File: src/hw/rtl/modexp_pkg.sv
// ----------------------------------------------------------------------------
// modexp_pkg
// Shared widths, reset constants and controller/datapath interface types
// for the modular exponentiation unit.
// ----------------------------------------------------------------------------
`default_nettype none

package modexp_pkg;

  // fixed field widths of the stream payloads
  localparam int BASE_WIDTH      = 64;
  localparam int EXP_FIELD_WIDTH = 64;
  localparam int RESULT_WIDTH    = 20;
  localparam int S_TDATA_WIDTH   = BASE_WIDTH + EXP_FIELD_WIDTH;
  localparam int M_TDATA_WIDTH   = ((RESULT_WIDTH + 7) / 8) * 8;

  // defaults for the top-level parameters
  localparam int MODULUS_WIDTH_DEF  = 20;
  localparam int EXPONENT_WIDTH_DEF = 64;

  // modulus after reset (the prime 953473)
  localparam logic [31:0] MODULUS_RESET = 32'd953473;

  // step counter covers the longest loop, the base reduction
  localparam int CNT_WIDTH = $clog2(BASE_WIDTH);

  // controller -> datapath
  typedef struct packed {
    logic load;       // capture request, init accumulators
    logic red_step;   // one bit of base mod modulus
    logic mul_start;  // load multiplier operands
    logic mul_step;   // one bit of the square and multiply
    logic mul_end;    // commit products, shift exponent
    logic finish;     // move result into output register
  } modexp_cmd_t;

  // datapath -> controller
  typedef struct packed {
    logic mod_zero;   // modulus register is zero
    logic exp_zero;   // no exponent bits left
    logic out_free;   // output register can take a result
  } modexp_sts_t;

endpackage

`default_nettype wire

File: src/hw/rtl/modular_exponentiation_unit.sv
// ----------------------------------------------------------------------------
// modular_exponentiation_unit
// Computes base_value ^ exponent mod modulus by right-to-left binary
// square-and-multiply.
// ----------------------------------------------------------------------------
// One request at a time. After a request is taken the 64-bit base is reduced
// modulo the modulus one bit per cycle. The exponent is then consumed LSB
// first; for each bit a bit-serial interleaved multiplier squares the
// running base while a second one multiplies it into the accumulator. The
// loop ends at the highest set exponent bit; the bit-serial multiply loop
// dominates the cost of a request. With a zero modulus the result is 0. A
// zero exponent gives 1 for any nonzero modulus, a modulus of one included.
// The finished result sits in an output register, so the next request is
// taken while it waits for m_axis_tready. The user must write the modulus
// through cfg_we/cfg_wdata only while the unit is idle; the unit does not
// enforce this. The modulus resets to 953473.
// ----------------------------------------------------------------------------
`default_nettype none

module modular_exponentiation_unit
  import modexp_pkg::*;
#(
  parameter int MODULUS_WIDTH  = MODULUS_WIDTH_DEF,   // 2 .. 32
  parameter int EXPONENT_WIDTH = EXPONENT_WIDTH_DEF   // 8 .. 64
) (
  input  wire logic                      clk,
  input  wire logic                      rst,
  // configuration: modulus
  input  wire logic                      cfg_we,
  input  wire logic [MODULUS_WIDTH-1:0]  cfg_wdata,
  // request stream
  input  wire logic                      s_axis_tvalid,
  output logic                           s_axis_tready,
  input  wire logic [S_TDATA_WIDTH-1:0]  s_axis_tdata,  // [63:0] base_value, [127:64] exponent
  // result stream
  output logic                           m_axis_tvalid,
  input  wire logic                      m_axis_tready,
  output logic [M_TDATA_WIDTH-1:0]       m_axis_tdata   // [19:0] power_result, rest zero
);

  modexp_cmd_t              cmd;
  modexp_sts_t              sts;
  logic [RESULT_WIDTH-1:0]  result;

  // sequencer
  modexp_ctrl #(
    .MODULUS_WIDTH (MODULUS_WIDTH)
  ) u_ctrl (
    .clk      (clk),
    .rst      (rst),
    .in_valid (s_axis_tvalid),
    .in_ready (s_axis_tready),
    .sts      (sts),
    .cmd      (cmd)
  );

  // arithmetic, modulus register and output register
  modexp_dpath #(
    .MODULUS_WIDTH  (MODULUS_WIDTH),
    .EXPONENT_WIDTH (EXPONENT_WIDTH)
  ) u_dpath (
    .clk       (clk),
    .rst       (rst),
    .cfg_we    (cfg_we),
    .cfg_wdata (cfg_wdata),
    .in_data   (s_axis_tdata),
    .cmd       (cmd),
    .sts       (sts),
    .out_valid (m_axis_tvalid),
    .out_ready (m_axis_tready),
    .out_data  (result)
  );

  // pad the result to whole bytes
  assign m_axis_tdata = M_TDATA_WIDTH'(result);

endmodule

`default_nettype wire

File: src/hw/rtl/modexp_ctrl.sv
// ----------------------------------------------------------------------------
// modexp_ctrl
// Sequencer for base reduction and the per-bit square/multiply loop.
// ----------------------------------------------------------------------------
`default_nettype none

module modexp_ctrl
  import modexp_pkg::*;
#(
  parameter int MODULUS_WIDTH = MODULUS_WIDTH_DEF
) (
  input  wire logic        clk,
  input  wire logic        rst,
  input  wire logic        in_valid,
  output logic             in_ready,
  input  modexp_sts_t      sts,
  output modexp_cmd_t      cmd
);

  typedef enum logic [2:0] {
    ST_IDLE,
    ST_REDUCE,
    ST_CHECK,
    ST_MULT,
    ST_FINISH
  } state_t;

  localparam logic [CNT_WIDTH-1:0] RED_LAST = CNT_WIDTH'(BASE_WIDTH - 1);
  localparam logic [CNT_WIDTH-1:0] MUL_LAST = CNT_WIDTH'(MODULUS_WIDTH - 1);

  state_t                state;
  logic [CNT_WIDTH-1:0]  cnt;

  assign in_ready = (state == ST_IDLE);

  always_comb begin
    cmd           = '0;
    cmd.load      = (state == ST_IDLE) && in_valid;
    cmd.red_step  = (state == ST_REDUCE);
    cmd.mul_start = (state == ST_CHECK) && !sts.exp_zero;
    cmd.mul_step  = (state == ST_MULT);
    cmd.mul_end   = (state == ST_MULT) && (cnt == MUL_LAST);
    cmd.finish    = (state == ST_FINISH) && sts.out_free;
  end

  always_ff @(posedge clk) begin
    if (rst) begin
      state <= ST_IDLE;
      cnt   <= '0;
    end else begin
      case (state)
        ST_IDLE: begin
          cnt <= '0;
          if (in_valid) begin
            // zero modulus: nothing to reduce, result is zero
            state <= sts.mod_zero ? ST_FINISH : ST_REDUCE;
          end
        end
        ST_REDUCE: begin
          cnt <= cnt + 1'b1;
          if (cnt == RED_LAST) begin
            state <= ST_CHECK;
          end
        end
        ST_CHECK: begin
          cnt   <= '0;
          state <= sts.exp_zero ? ST_FINISH : ST_MULT;
        end
        ST_MULT: begin
          cnt <= cnt + 1'b1;
          if (cnt == MUL_LAST) begin
            state <= ST_CHECK;
          end
        end
        ST_FINISH: begin
          if (sts.out_free) begin
            state <= ST_IDLE;
          end
        end
        default: begin
          state <= ST_IDLE;
        end
      endcase
    end
  end

endmodule

`default_nettype wire

File: src/hw/rtl/modexp_dpath.sv
// ----------------------------------------------------------------------------
// modexp_dpath
// Modulus register, bit-serial base reduction, two interleaved modular
// multipliers (square and multiply) and the output register.
// ----------------------------------------------------------------------------
`default_nettype none

module modexp_dpath
  import modexp_pkg::*;
#(
  parameter int MODULUS_WIDTH  = MODULUS_WIDTH_DEF,
  parameter int EXPONENT_WIDTH = EXPONENT_WIDTH_DEF
) (
  input  wire logic                       clk,
  input  wire logic                       rst,
  input  wire logic                       cfg_we,
  input  wire logic [MODULUS_WIDTH-1:0]   cfg_wdata,
  input  wire logic [S_TDATA_WIDTH-1:0]   in_data,
  input  modexp_cmd_t                     cmd,
  output modexp_sts_t                     sts,
  output logic                            out_valid,
  input  wire logic                       out_ready,
  output logic [RESULT_WIDTH-1:0]         out_data
);

  localparam int W = MODULUS_WIDTH;

  logic [W-1:0]              modulus;
  logic [BASE_WIDTH-1:0]     base_sr;
  logic [EXPONENT_WIDTH-1:0] exp_sr;
  logic [W-1:0]              run;      // reduced base, then its squares
  logic [W-1:0]              acc;
  logic [W-1:0]              sq_part;
  logic [W-1:0]              mu_part;
  logic [W-1:0]              sq_b;     // scanned operand, MSB first
  logic [W-1:0]              mu_b;

  logic [W:0]                red_t;
  logic [W-1:0]              run_red_next;
  logic [W+1:0]              sq_t;
  logic [W+1:0]              mu_t;
  logic [W-1:0]              sq_part_next;
  logic [W-1:0]              mu_part_next;
  logic [W+1:0]              mod1;
  logic [W+1:0]              mod2;

  assign mod1 = {2'b00, modulus};
  assign mod2 = {1'b0, modulus, 1'b0};

  // base mod m, one input bit per step; run < m keeps red_t < 2m
  always_comb begin
    red_t = {run, base_sr[BASE_WIDTH-1]};
    if (red_t >= mod1[W:0]) begin
      red_t = red_t - mod1[W:0];
    end
    run_red_next = red_t[W-1:0];
  end

  // interleaved multiply: p = 2p + (b_i ? run : 0), p < 3m before reduction
  always_comb begin
    sq_t = {1'b0, sq_part, 1'b0} + (sq_b[W-1] ? {2'b00, run} : '0);
    if (sq_t >= mod2) begin
      sq_t = sq_t - mod2;
    end else if (sq_t >= mod1) begin
      sq_t = sq_t - mod1;
    end
    sq_part_next = sq_t[W-1:0];

    mu_t = {1'b0, mu_part, 1'b0} + (mu_b[W-1] ? {2'b00, run} : '0);
    if (mu_t >= mod2) begin
      mu_t = mu_t - mod2;
    end else if (mu_t >= mod1) begin
      mu_t = mu_t - mod1;
    end
    mu_part_next = mu_t[W-1:0];
  end

  always_ff @(posedge clk) begin
    if (rst) begin
      modulus <= W'(MODULUS_RESET);
    end else if (cfg_we) begin
      modulus <= cfg_wdata;
    end
  end

  always_ff @(posedge clk) begin
    if (cmd.load) begin
      base_sr <= in_data[BASE_WIDTH-1:0];
      exp_sr  <= in_data[BASE_WIDTH +: EXPONENT_WIDTH];
      run     <= '0;
      acc     <= W'(1);
    end else if (cmd.red_step) begin
      base_sr <= {base_sr[BASE_WIDTH-2:0], 1'b0};
      run     <= run_red_next;
    end else if (cmd.mul_start) begin
      sq_part <= '0;
      mu_part <= '0;
      sq_b    <= run;
      mu_b    <= acc;
    end else if (cmd.mul_step) begin
      sq_part <= sq_part_next;
      mu_part <= mu_part_next;
      sq_b    <= {sq_b[W-2:0], 1'b0};
      mu_b    <= {mu_b[W-2:0], 1'b0};
      if (cmd.mul_end) begin
        run <= sq_part_next;
        if (exp_sr[0]) begin
          acc <= mu_part_next;
        end
        exp_sr <= exp_sr >> 1;
      end
    end
  end

  // output register
  always_ff @(posedge clk) begin
    if (rst) begin
      out_valid <= 1'b0;
    end else if (cmd.finish) begin
      out_valid <= 1'b1;
    end else if (out_ready) begin
      out_valid <= 1'b0;
    end
  end

  always_ff @(posedge clk) begin
    if (cmd.finish) begin
      out_data <= (modulus == '0) ? '0 : RESULT_WIDTH'(acc);
    end
  end

  assign sts.mod_zero = (modulus == '0);
  assign sts.exp_zero = (exp_sr == '0);
  assign sts.out_free = !out_valid || out_ready;

endmodule

`default_nettype wire

File: config.mk
export PLATFORM = sky130hd
export DESIGN_NAME = modular_exponentiation_unit
export DESIGN_NICKNAME = d
export VERILOG_FILES = /design/src/hw/rtl/modexp_pkg.sv /design/src/hw/rtl/modular_exponentiation_unit.sv /design/src/hw/rtl/modexp_ctrl.sv /design/src/hw/rtl/modexp_dpath.sv
export SDC_FILE = /design/constraint.sdc
export NUM_CORES = 1
export LEC_CHECK = 0
export BUFFER_PORTS_ARGS = -buffer_cell sky130_fd_sc_hd__buf_2
export CELL_PAD_IN_SITES_DETAIL_PLACEMENT = 0
export CELL_PAD_IN_SITES_GLOBAL_PLACEMENT = 2
export CORE_MARGIN = 4
export CORE_UTILIZATION = 37
export CTS_CLUSTER_DIAMETER = 80
export CTS_CLUSTER_SIZE = 10
export DETAILED_ROUTE_END_ITERATION = 12
export PLACE_DENSITY_LB_ADDON = 0.1
export SYNTH_ARGS = -nofsm -noshare
export SYNTH_HDL_FRONTEND = slang
export SYNTH_SLANG_ARGS = --single-unit
File: constraint.sdc
create_clock -name clk -period 12.26 [get_ports clk]
set_input_delay 2.452 -clock clk [delete_from_list [all_inputs] [get_ports clk]]
set_output_delay 2.452 -clock clk [all_outputs]
set_load 0.05 [all_outputs]
=== Yosys cells after proc, flatten, opt, wreduce, memory -nomap -nowiden ===
Index checks and enable logic that the tools add are counted.

* Magnitude comparators: 5
* Bitwise operators: 3
* Eq/ne operators: 13
* Add/sub/neg operators: 8
* Reduce and logical (&&, ||, !) cells: 25
* Muxes and demuxes: 34

{| class="wikitable"
|+ Operators by type and width
! operator !! count
|-
| 64-bit two-way mux || 7
|-
| 20-bit two-way mux || 17
|-
| 20-bit subtractor || 5
|-
| 64-bit zero test || 1
|-
| 21-bit by 20-bit adder with 22-bit output || 2
|-
| 22-bit by 20-bit greater-or-equal comparator with 1-bit output || 2
|-
| 22-bit by 21-bit greater-or-equal comparator with 1-bit output || 2
|-
| 21-bit by 20-bit greater-or-equal comparator with 1-bit output || 1
|-
| 20-bit zero test || 1
|-
| 3-bit two-way mux || 6
|-
| 2-bit nonzero test || 8
|-
| 3-bit case mux with 5 select lines || 1
|-
| 2-bit by 1-bit inequality test with 1-bit output (second input constant) || 6
|-
| 6-bit case mux with 2 select lines || 1
|-
| 4-bit AND reduction || 2
|-
| 6-bit by 1-bit adder with 6-bit output (second input constant) || 1
|-
| 3-bit by 2-bit equality test with 1-bit output (second input constant) || 2
|-
| 6-bit by 5-bit equality test with 1-bit output (second input constant) || 1
|-
| 6-bit equality test (second input constant) || 1
|-
| 3-bit AND reduction || 2
|-
| 5-bit AND reduction || 1
|-
| 1-bit logical AND || 4
|-
| 2-bit OR reduction || 2
|-
| 3-bit by 1-bit equality test with 1-bit output (second input constant) || 1
|-
| 7 further kinds || 11
|}

* Input bits: 153
* Register bits after elaboration: 298
* Logic and storage cells: 101
* Output and inout bits: 26

=== Depth between registers and ports, before layout ===
Gate-level depths: netlist (run 1).

* Depth after elaboration: 9
* Mapped depth: 24
* Mapped depth without buffers: 20

=== Cells and area by module ===
From an unflattened synthesis (run 1), not the netlist that was laid out.

* Cells, all modules: 1,993
* Area total of the unflattened synthesis: 20,517.2 µm²

{| class="wikitable"
|+ Modules (own cells, without submodules)
! module !! area each (µm²) !! times used !! seq. area each (µm²) !! cells an instance
|-
| modexp_dpath || 19,969.2 || 1 || 8,067.7 || 1,927
|-
| modexp_ctrl || 514.2 || 1 || 180.2 || 61
|-
| modular_exponentiation_unit || 33.8 || 1 || 0.0 || 5
|}

=== Worst setup path before layout (run 1) ===
Ideal clock, no wire load.

* Kind: reg2reg
* Start point: register u_ctrl.state[1]
* End point: register u_dpath.mu_b[0], enable pin
* Path slack: 5.020 ns
* Period minus slack after synthesis: 7.240 ns
* Stages on the path, launching flop included: 4
* Buffers on the path: 2
* Required time: 11.627 ns
* Data arrival time: 6.606 ns
* Library setup time: 0.633 ns
* Path through: dfxtp_1 -> clkbuf_1 -> clkbuf_1 -> nor3b_1

* Cells in the longest elaborated chain, start to end: 4
* Elaborated cells on any way between the ends: 10

{| class="wikitable"
|+ RTL lines
! what !! RTL line !! RTL
|-
| from (decl) || modexp_ctrl.sv:31 || <nowiki>state_t state;</nowiki>
|-
| from (signal assigned) || modexp_ctrl.sv:56 || <nowiki>state <= sts.mod_zero ? ST_FINISH : ST_REDUCE;</nowiki>
|-
| from (signal assigned) || modexp_ctrl.sv:67 || <nowiki>state <= sts.exp_zero ? ST_FINISH : ST_MULT;</nowiki>
|-
| 3-bit by 2-bit equality test with 1-bit output or 3-bit zero test (tied branches) || modexp_ctrl.sv:40, modexp_ctrl.sv:38 ||
|-
| 1-bit logical AND, on equally long branches || modexp_ctrl.sv:40, modexp_ctrl.sv:38 ||
|-
| 2-bit nonzero test (no line) or 1-bit inverter (tied branches) || n/a ||
|-
| 3-bit AND reduction (no line) (*) || n/a ||
|-
| to (signal assigned) || modexp_dpath.sv:104 || <nowiki>mu_b <= {mu_b[W-2:0], 1'b0};</nowiki>
|-
| to (decl) || modexp_dpath.sv:36 || <nowiki>logic [W-1:0] mu_b;</nowiki>
|}

Every way passes the cells marked *; elsewhere a longest branch is shown, timed or not.
A chain may end at the register's enable or synchronous reset.

=== Worst setup path in the final report (run 1) ===
* Start point: register u_dpath.mu_b[19]
* End point: register u_dpath.acc[16]

* Cells in the longest elaborated chain, start to end: 5
* Elaborated cells on any way between the ends: 8

{| class="wikitable"
|+ RTL lines
! what !! RTL line !! RTL
|-
| 20-bit two-way mux (*) || modexp_dpath.sv:69 || <nowiki>mu_t = {1'b0, mu_part, 1'b0} + (mu_b[W-1] ? {2'b00, run} : '0);</nowiki>
|-
| 21-bit by 20-bit adder with 22-bit output (*) || modexp_dpath.sv:69 ||
|-
| 20-bit subtractor or 22-bit by 20-bit greater-or-equal comparator with 1-bit output (tied branches) || modexp_dpath.sv:73, modexp_dpath.sv:72 ||
|-
| 20-bit two-way mux || modexp_dpath.sv:72 || <nowiki>end else if (mu_t >= mod1) begin</nowiki>
|-
| 20-bit two-way mux (*) || modexp_dpath.sv:70 || <nowiki>if (mu_t >= mod2) begin</nowiki>
|-
| to (signal assigned) || modexp_dpath.sv:108 || <nowiki>acc <= mu_part_next;</nowiki>
|-
| to (decl) || modexp_dpath.sv:32 || <nowiki>logic [W-1:0] acc;</nowiki>
|}

Marks and branches as above.

==> impl_results.md, run 1 <==
* EDFF count, synth at 228
* Largest family of logic cells by synthesized area: simple AND/OR/NAND/NOR gates
* Fin nets at 2,807
* Final core occ at 0.4256
* Setup Viol. Count Final at 0
* Share of the synthesized area in the top cell type at 0.3345
* Fin Clk Skew at 0.02394 ns
* Synth Area in Compound Gates at 0.1727
* Final min period at 6.652 ns
* Final max-slew violation count at 0
* Hold Violations, Final at 0
* Slowest Stage Delay on Critical Path at 0.69 ns
* Clock Path Buffers at 3
* Xor and xnor area share after synthesis at 0.04621
* Sum Neg Setup Slack at 0 ns
* I/O Pins at 179
* Die width at 243.2 um
* Mapped Cells at 2,378
* Synth area leaders: edfxtp_1 33%, nand2_1 11%, ha_1 8.5%, dfxtp_1 6.8%, a21oi_1 3.8%
* Sequential element share of the synthesized area at 0.4029
* Iter 0 DRT Violations at 1,487
* Pwr dens at 229.8 nW/um^2
* VDD IR max at 0.09027 mV
* FFs w/ async S/R, synth at 0
* Critical-path top delay cell: o21a_1
* CP delay by family, top: compound AO/OA/AOI/OAI gates
* Resized Gates After CTS at 0
* Post-synthesis cell type count at 90
* Area of the multi-input gates at 11,620 um^2
* Starting Density at 0.3767
* Hold Path Class: reg2reg
* CTS root buffer: clkbuf_16
* Post-Place Cells at 3,209
* Hold_buf cts at 0
* CP startpoint kind: flip-flop
* Final cell count without fillers at 3,279
* CTS clk-pin slew, worst paths at 0.06 ns
* Hpwl dp at 52,080 um
* CORE AREA at 54,350 um^2
* Vias in the first global route at 17,596
* CP cell instances: and2_1, ha_1, fa_1, a211oi_1, o21ai_0, nand3_1, a21boi_0, o31ai_1, a21boi_0, ha_1, a21oi_2, o21ai_1, or3_1, a31o_1, o41ai_2, o21a_1, nand2_1, a2111oi_0, nor3_1
* Post-Synth Simple-Gate Area at 0.2421
* Endpoint class of the critical path: flip-flop
* DRT Wirelength at 70,510 um
* DR DRC count at 0
* Total number of vias at 17,991
* CTS tree: built
* Initial antenna violation count at 14
* Peak Freq at 150.3 MHz
* RSZ-0062 raised after global routing: false
* Arrival time worst endpoint at 7.08 ns
* Status: complete, no violations
* Via-to-Cell Ratio at 5.487
* Die Height at 243.2 um
* Seq cells post-synth at 298
* First-pass GRT wire length at 106,500 um
* Filler instances at 5,570
* Hold Worst Slack at 0.4840 ns
* IO buf count at 174
* CP Max Fanout at 20
* FP Rows at 85
* Leading cell type by number of instances after synthesis: nand2_1
* Avg Cell Area, Syn at 8.608 um^2
* Leakage at 9.820 nW
* Post-Syn Area at 20,470 um^2
* Area growth syn-to-layout at 13.01%
* Clk Latency, worst-skew pair at 0.57 ns
* Largest area contributor in the synthesized netlist: edfxtp_1
* Warnings from Yosys at 0
* H-tree Lvls at 2
* Total track usage at 0.2305
* CP Class: reg2reg
* Post-route ant nets at 0
* Worst-margin pin slew at 1.165 ns
* Synth cell count leaders: 625 x nand2_1, 228 x edfxtp_1, 156 x a21oi_1
* Worst path bufs/invs at 0
* Reg area at 8248 um^2
* Period utilization at 0.5426
* Die area at 59,150 um^2
* GP Congestion at 0.9197
* Num Clock Sinks at 298
* Post-CTS setup buffer count at 0
* Overall power at 5.316 mW
* Maxcap violations at 0
* Slew headroom at 0.2222
* Drt wl/cell at 21.50 um
* Detailed Routing Iterations Pass 1 at 5
* Total congestion overflow at 0
* Largest net degree at the start of global routing at 102
* Post-synth top flop: edfxtp_1
* Worst Path Required at 12.69 ns
* CTS buffer count at 36
* Layout cell share with drive strength beyond 1 at 0.1104
* Mux contribution to synthesized area at 0.01186
* Synth Area in Adders at 0.09181
==> routing by layer <==
layer,GRT usage,up-vias,share of wire
li1,-,8839,-
met1,0.3323,8571,0.48
met2,0.3563,457,0.44
met3,0.03653,104,0.053
met4,0.07062,20,0.029
met5,0,-,0.0019
==> flip-flops by register name (all words and copies together) (netlist names), 6 cells and up <==
signal,cells
u_dpath.mu_part,20
u_dpath.sq_b,20
u_ctrl.cnt,6
u_dpath.acc,20
u_dpath.mu_b,20
u_dpath.base_sr,64
u_dpath.sq_part,20
u_dpath.out_data,20
u_dpath.modulus,20
u_dpath.run,20
u_dpath.exp_sr,64
==> final cells by class <==
class                      count  area share
antenna                        4   0.0004327
clock inverter                 5    0.003299
inverter                      55    0.008925
multi-input combinational   1921      0.5022
tap                          739     0.03997
clock buffer                  61     0.04387
timing repair buffer         196     0.04479
sequential                   298      0.3566
==> kinds of logic (layout without fill, tap and decap cells) <==
group,Yosys count,after routing
multiplexers,24,24
buffers and inverters,162,317
flip-flops,298,298
other,1,8
AO/OA/AOI/OAI,541,541
XOR/XNOR,108,108
adder cells (fa/ha/maj),146,146
AND/OR/NAND/NOR,1098,1098
==> where the power goes <==
part	total, mW	switching [mW]	internal (mW)
combinational	2.89	1.81	1.07
sequential	1.41	0.107	1.30
clock	1.02	0.453	0.571
total	5.32	2.37	2.94
==> per-stage QoR <==
stage / setup slack [ns] / cell area [um^2]
3_3_place_gp: 5.850 / 22030
3_5_place_dp: 5.643 / 22030
5_1_grt: 5.053 / 23130
4_1_cts: 5.625 / 23120
2_1_floorplan: 5.020 / 20480
6_report: 5.608 / 23130
==> cells in the final DEF (no fill, tap or decap), types with 17 or more instances in the layout <==
cell	count
ha_1	139
mux2i_1	22
nand2b_1	23
buf_4	22
o31ai_1	17
nand4_1	21
a211oi_1	30
o21ai_0	105
o211ai_1	30
nand2_1	622
buf_2	174
clkbuf_16	36
a31oi_1	25
xor2_1	42
and3_1	38
edfxtp_1	228
nor3_1	56
and2_1	47
a21o_1	42
nor2_1	121
inv_1	53
xnor2_1	66
nor2b_1	40
nor4_1	32
clkbuf_1	23
dfxtp_1	70
a21oi_1	156
nand3_1	42
==> worst paths after layout <==
check                           slack [ns]        startpoint  cells past startpoint               to
worst max register to register        5.61  u_dpath.mu_b[19]                     19  u_dpath.acc[16]
worst min register to register        0.48    u_dpath.acc[6]                      2   u_dpath.acc[6]
worst max-delay path                  5.61  u_dpath.mu_b[19]                     19  u_dpath.acc[16]
worst min-delay path                  0.48    u_dpath.acc[6]                      2   u_dpath.acc[6]
==> tightest hold or removal path: cells and delay by family, from the launching register on <==
| family | cells | cell delay, ns |
|---|---|---|
| AOI/OAI and AO/OA | 1 | 0.06 |
| DFF | 1 | 0.32 |
| and+or+nand+nor | 1 | 0.06 |
Power figures use the tool's default switching activity.
==> inputs of run 2 (changes only) <==
==> constraint.sdc (replaced) <==
create_clock -name clk -period 6.6 [get_ports clk]
set_input_delay 1.32 -clock clk [delete_from_list [all_inputs] [get_ports clk]]
set_output_delay 1.32 -clock clk [all_outputs]
set_load 0.05 [all_outputs]
==> impl_results.md, run 2 (synthesized netlist as in run 1, its figures left out) <==
* Vias in the first global route at 17,735
* Leading cell types in the layout, fill and taps excluded: 622 x nand2_1, 228 x edfxtp_1, 174 x buf_2
* Die area at 59,150 um^2
* Iter 0 DRT Violations at 1,503
* FP Rows at 85
* Commonest non-fill, non-tap cell in the layout: nand2_1
* CORE AREA at 54,350 um^2
* Period utilization at 0.9395
* Fin nets at 2,823
* Hpwl dp at 52,510 um
* Total track usage at 0.2293
* Sum Neg Setup Slack at 0 ns
* CP startpoint kind: flip-flop
* Clock Path Buffers at 3
* Area growth syn-to-layout at 13.90%
* DRT Wirelength at 70,460 um
* Starting Density at 0.3767
* Status: complete, no violations
* Initial antenna violation count at 18
* IO buf count at 174
* CP cell instances: and2_1, ha_1, fa_1, a21o_1, a221oi_1, a21oi_1, nor2_1, o21ai_0, a2111oi_0, nor3_1, ha_1, and3_1, and2_1, a221oi_1, o211ai_1, a211o_1, buf_4, nand2_1, nand2_1, a311oi_1, o22ai_1
* Pwr dens at 430.5 nW/um^2
* Total congestion overflow at 0
* Arrival time worst endpoint at 6.61 ns
* Setup Viol. Count Final at 0
* Slowest Stage Delay on Critical Path at 0.57 ns
* I/O Pins at 179
* Post-CTS setup buffer count at 0
* Endpoint class of the critical path: flip-flop
* Final min period at 6.201 ns
* Die width at 243.2 um
* Total number of vias at 18,179
* Num Clock Sinks at 298
* Leakage at 9.919 nW
* Worst Path Required at 7.01 ns
* Overall power at 10.04 mW
* Drt wl/cell at 21.36 um
* CP Class: reg2reg
* CTS clk-pin slew, worst paths at 0.06 ns
* Maxcap violations at 0
* Die Height at 243.2 um
* GP Congestion at 0.8977
* CTS root buffer: clkbuf_16
* Largest net degree at the start of global routing at 100
* Detailed Routing Iterations Pass 1 at 5
* CTS tree: built
* VDD IR max at 0.1997 mV
* Final cell count without fillers at 3,299
* Hold Violations, Final at 0
* Layout cell share with drive strength beyond 1 at 0.1167
* Post-place instance area at 22,140 um^2
* CTS buffer count at 38
* Hold Path Class: reg2reg
* Worst-margin pin slew at 1.183 ns
* Post-Place Cells at 3,223
* Resized Gates After CTS at 0
* Clk Latency, worst-skew pair at 0.57 ns
* CP Max Fanout at 14
* Via-to-Cell Ratio at 5.510
* Peak Freq at 161.3 MHz
* Finished layout cell area at 23,310 um^2
* Post-Place Worst Slack at 0.5490 ns
* H-tree Lvls at 2
* Critical-path top delay cell: edfxtp_1
* DR DRC count at 0
* Slew headroom at 0.2106
* Top flop regs: u_dpath.base_sr: 64 flops, u_dpath.exp_sr: 64 flops
* Post-route ant nets at 0
* Fin Clk Skew at 0.02937 ns
* RSZ-0062 raised after global routing: false
* Hold_buf cts at 0
* Final max-slew violation count at 0
* Final worst slack at 0.3993 ns
* First-pass GRT wire length at 106,100 um
==> run 2: cell types whose count changed in the layout (fill, tap and decap cells not counted), sizes merged <==
cell      delta
diode        +3
clkinv       -1
buf         +14
bufinv       +1
clkinvlp     +1
inv          +2
==> run 2: critical path: cells and delay by family, from the launching register on <==
kind                       cells  cell delay (ns)
AOI/OAI and AO/OA             10             3.03
and+or+nand+nor                7             1.13
adders and majority gates      3             1.02
DFF                            1             0.57
buffers and inverters          1             0.26
==> run 2: through the flow <==
| step | hold slack [ns] | utilization |
|---|---|---|
| 4_1_cts | 0.4896 | 0.4287 |
| 5_1_grt | 0.5096 | 0.4289 |
| 3_5_place_dp | 0.4818 | 0.4074 |
| 2_1_floorplan | 0.4450 | - |
| 3_3_place_gp | 0.4783 | 0.4074 |
| 6_report | 0.4806 | 0.4290 |
==> run 2: cell type report <==
cell class	count	area (um^2)
multi-input cells	1921	11620
repair buffers	210	1141
fillers	5499	31030
well taps	739	924.6
clock inverters	8	97.59
diodes	7	17.52
flip-flops and latches	298	8248
inverters	55	206.4
clock buffers	61	1059
==> run 2: worst paths after layout <==
| kind | start | endpoint | slack, ns | cells past startpoint |
|---|---|---|---|---|
| setup reg to reg | u_dpath.sq_b[19] | u_dpath.run[8] | 0.40 | 21 |
| setup / recovery | u_dpath.sq_b[19] | u_dpath.run[8] | 0.40 | 21 |
| hold reg to reg | u_dpath.acc[4] | u_dpath.acc[4] | 0.48 | 2 |
| hold / removal | u_dpath.acc[4] | u_dpath.acc[4] | 0.48 | 2 |
==> run 2: report_power, final <==
group	total, mW	switching [mW]	leakage, nW	internal [mW]
Combinational	5.45	3.41	6.64	2.04
Sequential	2.60	0.191	2.72	2.41
Clock	1.98	0.836	0.552	1.15
Total	10.0	4.44	9.92	5.60
==> run 2: metal layers <==
metal	global-route usage	share of wire	wire, um
met1	0.3173	0.46	32420
met2	0.3658	0.45	31820
met3	0.04448	0.060	4201
met4	0.06671	0.027	1872
met5	0	0.0020	144
==> inputs of run 3 (changes only) <==
--- a/config.mk
+++ b/config.mk
@@ -14,6 +14,7 @@
 export CTS_CLUSTER_SIZE = 10
 export DETAILED_ROUTE_END_ITERATION = 12
 export PLACE_DENSITY_LB_ADDON = 0.1
+export REMOVE_ABC_BUFFERS = 1
 export SYNTH_ARGS = -nofsm -noshare
 export SYNTH_HDL_FRONTEND = slang
 export SYNTH_SLANG_ARGS = --single-unit
==> impl_results.md, run 3 (synthesized netlist as in run 1, its figures left out) <==
* Iter 0 DRT Violations at 1,326
* Clk Latency, worst-skew pair at 0.56 ns
* Final cell count without fillers at 3,294
* Final min period at 6.119 ns
* Initial antenna violation count at 11
* Vias in the first global route at 17,667
* Period utilization at 0.9271
* DRT Wirelength at 66,320 um
* Worst Path Required at 6.92 ns
* Total congestion overflow at 0
* Total number of vias at 17,985
* VDD IR max at 0.1811 mV
* DR DRC count at 0
* Detailed Routing Iterations Pass 1 at 5
* Leakage at 9.924 nW
* Die area at 59,150 um^2
* Clock share of power at 0.201
* Fin Clk Skew at 0.02639 ns
* Pwr dens at 424.7 nW/um^2
* H-tree Lvls at 2
* Peak Freq at 163.4 MHz
* Via-to-Cell Ratio at 5.460
* I/O Pins at 179
* Arrival time worst endpoint at 6.44 ns
* Commonest non-fill, non-tap cell in the layout: nand2_1
* RSZ-0062 raised after global routing: false
* Clock Path Buffers at 3
* Filler instances at 5,552
* CP Class: reg2reg
* Hold_buf cts at 0
* Maxcap violations at 0
* Post-Place Worst Slack at 0.2356 ns
* Status: complete, no violations
* Hpwl dp at 48,890 um
* Hold Worst Slack at 0.4768 ns
* First-pass GRT wire length at 101,700 um
* Starting Density at 0.3767
* Top flop regs: u_dpath.base_sr: 64 flops, u_dpath.exp_sr: 64 flops
* Sum Neg Setup Slack at 0 ns
* Worst-margin pin slew at 1.032 ns
* GP Congestion at 0.9016
* Final max-slew violation count at 0
* Final worst slack at 0.4811 ns
* Hold Path Class: reg2reg
* CTS root buffer: clkbuf_16
* Fin nets at 2,821
* Endpoint class of the critical path: flip-flop
* Hold Violations, Final at 0
* Die Height at 243.2 um
* Layout cell share with drive strength beyond 1 at 0.1177
* Sw Pwr at 4.289 mW
* Die width at 243.2 um
* CP startpoint kind: flip-flop
* Seq pwr share at 0.261
* CP Max Fanout at 16
* Post-Place Cells at 3,221
* Final core occ at 0.4293
* Logic pwr share at 0.538
* IO buf count at 174
* Setup Viol. Count Final at 0
* Largest net degree at the start of global routing at 75
* CORE AREA at 54,350 um^2
* CTS tree: built
* CTS clk-pin slew, worst paths at 0.06 ns
* Internal power at 5.619 mW
* Num Clock Sinks at 298
* Total track usage at 0.2167
* Slew headroom at 0.3118
* Switching Fraction at 0.4329
* Leading cell types in the layout, fill and taps excluded: 622 x nand2_1, 228 x edfxtp_1, 174 x buf_2
* Post-route ant nets at 0
* Drt wl/cell at 20.13 um
* CTS buffer count at 37
* Area growth syn-to-layout at 13.97%
* FP Rows at 85
## run 3: cell types whose count changed in the layout (fill, tap and decap cells not counted), moves of 2 or more
cell | previous run | this run
buf_4 | 36 | 34
clkbuf_1 | 22 | 20
clkbuf_8 | 0 | 3
inv_6 | 2 | 0
## run 3: final timing paths
check / start / end / slack, ns / cells after the start
worst min-delay path: u_dpath.acc[4] / u_dpath.acc[4] / 0.48 / 2
worst max register to register: u_dpath.sq_b[19] / u_dpath.sq_part[3] / 0.48 / 18
worst min register to register: u_dpath.acc[4] / u_dpath.acc[4] / 0.48 / 2
worst max-delay path: u_dpath.sq_b[19] / u_dpath.sq_part[3] / 0.48 / 18
## run 3: routing by layer
metal / vias to the layer above / track usage / wire [um]
met1: 8465 / 0.3018 / 30630
met4: 12 / 0.06213 / 1853
met2: 496 / 0.3410 / 29170
met5: - / 0 / 81
met3: 105 / 0.04613 / 4578
li1: 8907 / - / -
## run 3: what timing repair did
action / 4_1_cts / 5_1_grt
setup endpoints to repair: 0 / 55
gates resized for setup: 0 / 6
hold endpoints to repair: 0 / 0
buffers inserted: 0 / 1
## run 3: layout make-up
| cell class | instances | area, um^2 | share of cell area |
|---|---|---|---|
| clock inverters | 5 | 83.83 | 0.003593 |
| well taps | 739 | 924.6 | 0.03964 |
| multi-input cells | 1921 | 11640 | 0.4988 |
| inverters | 55 | 206.4 | 0.008850 |
| clock buffers | 61 | 1067 | 0.04575 |
| diodes | 6 | 15.01 | 0.0006436 |
| repair buffers | 209 | 1146 | 0.04913 |
| flip-flops and latches | 298 | 8248 | 0.3536 |
## run 3: power by group through the flow
stage | registers [mW] | clock network (mW) | logic [mW]
after floorplan | 2.55 | 0 | 3.86
after CTS | 2.59 | 2.05 | 5.26
after detailed placement | 2.63 | 0 | 5.23
final | 2.59 | 1.99 | 5.33
after global routing | 2.61 | 2.13 | 5.90
after global placement | 2.63 | 0 | 5.22
## run 3: per-stage QoR
step	cell area, um^2	power (mW)
2_1_floorplan	20030	6.402
3_3_place_gp	22130	7.848
3_5_place_dp	22130	7.856
4_1_cts	23280	9.905
5_1_grt	23320	10.64
6_report	23330	9.908
## run 3: critical path, cell delays in order (launching register included)
cell,delay (ns)
edfxtp_1,0.58
and2_1,0.25
ha_1,0.22
fa_1,0.42
a21o_1,0.24
a221oi_1,0.42
a21oi_1,0.14
nor2_1,0.18
o21ai_0,0.15
a2111oi_0,0.46
nor3_1,0.19
ha_1,0.38
and3_1,0.22
and2_1,0.16
a221oi_1,0.31
o211ai_1,0.18
a211o_1,0.57
or4_4,0.60
and3_1,0.17
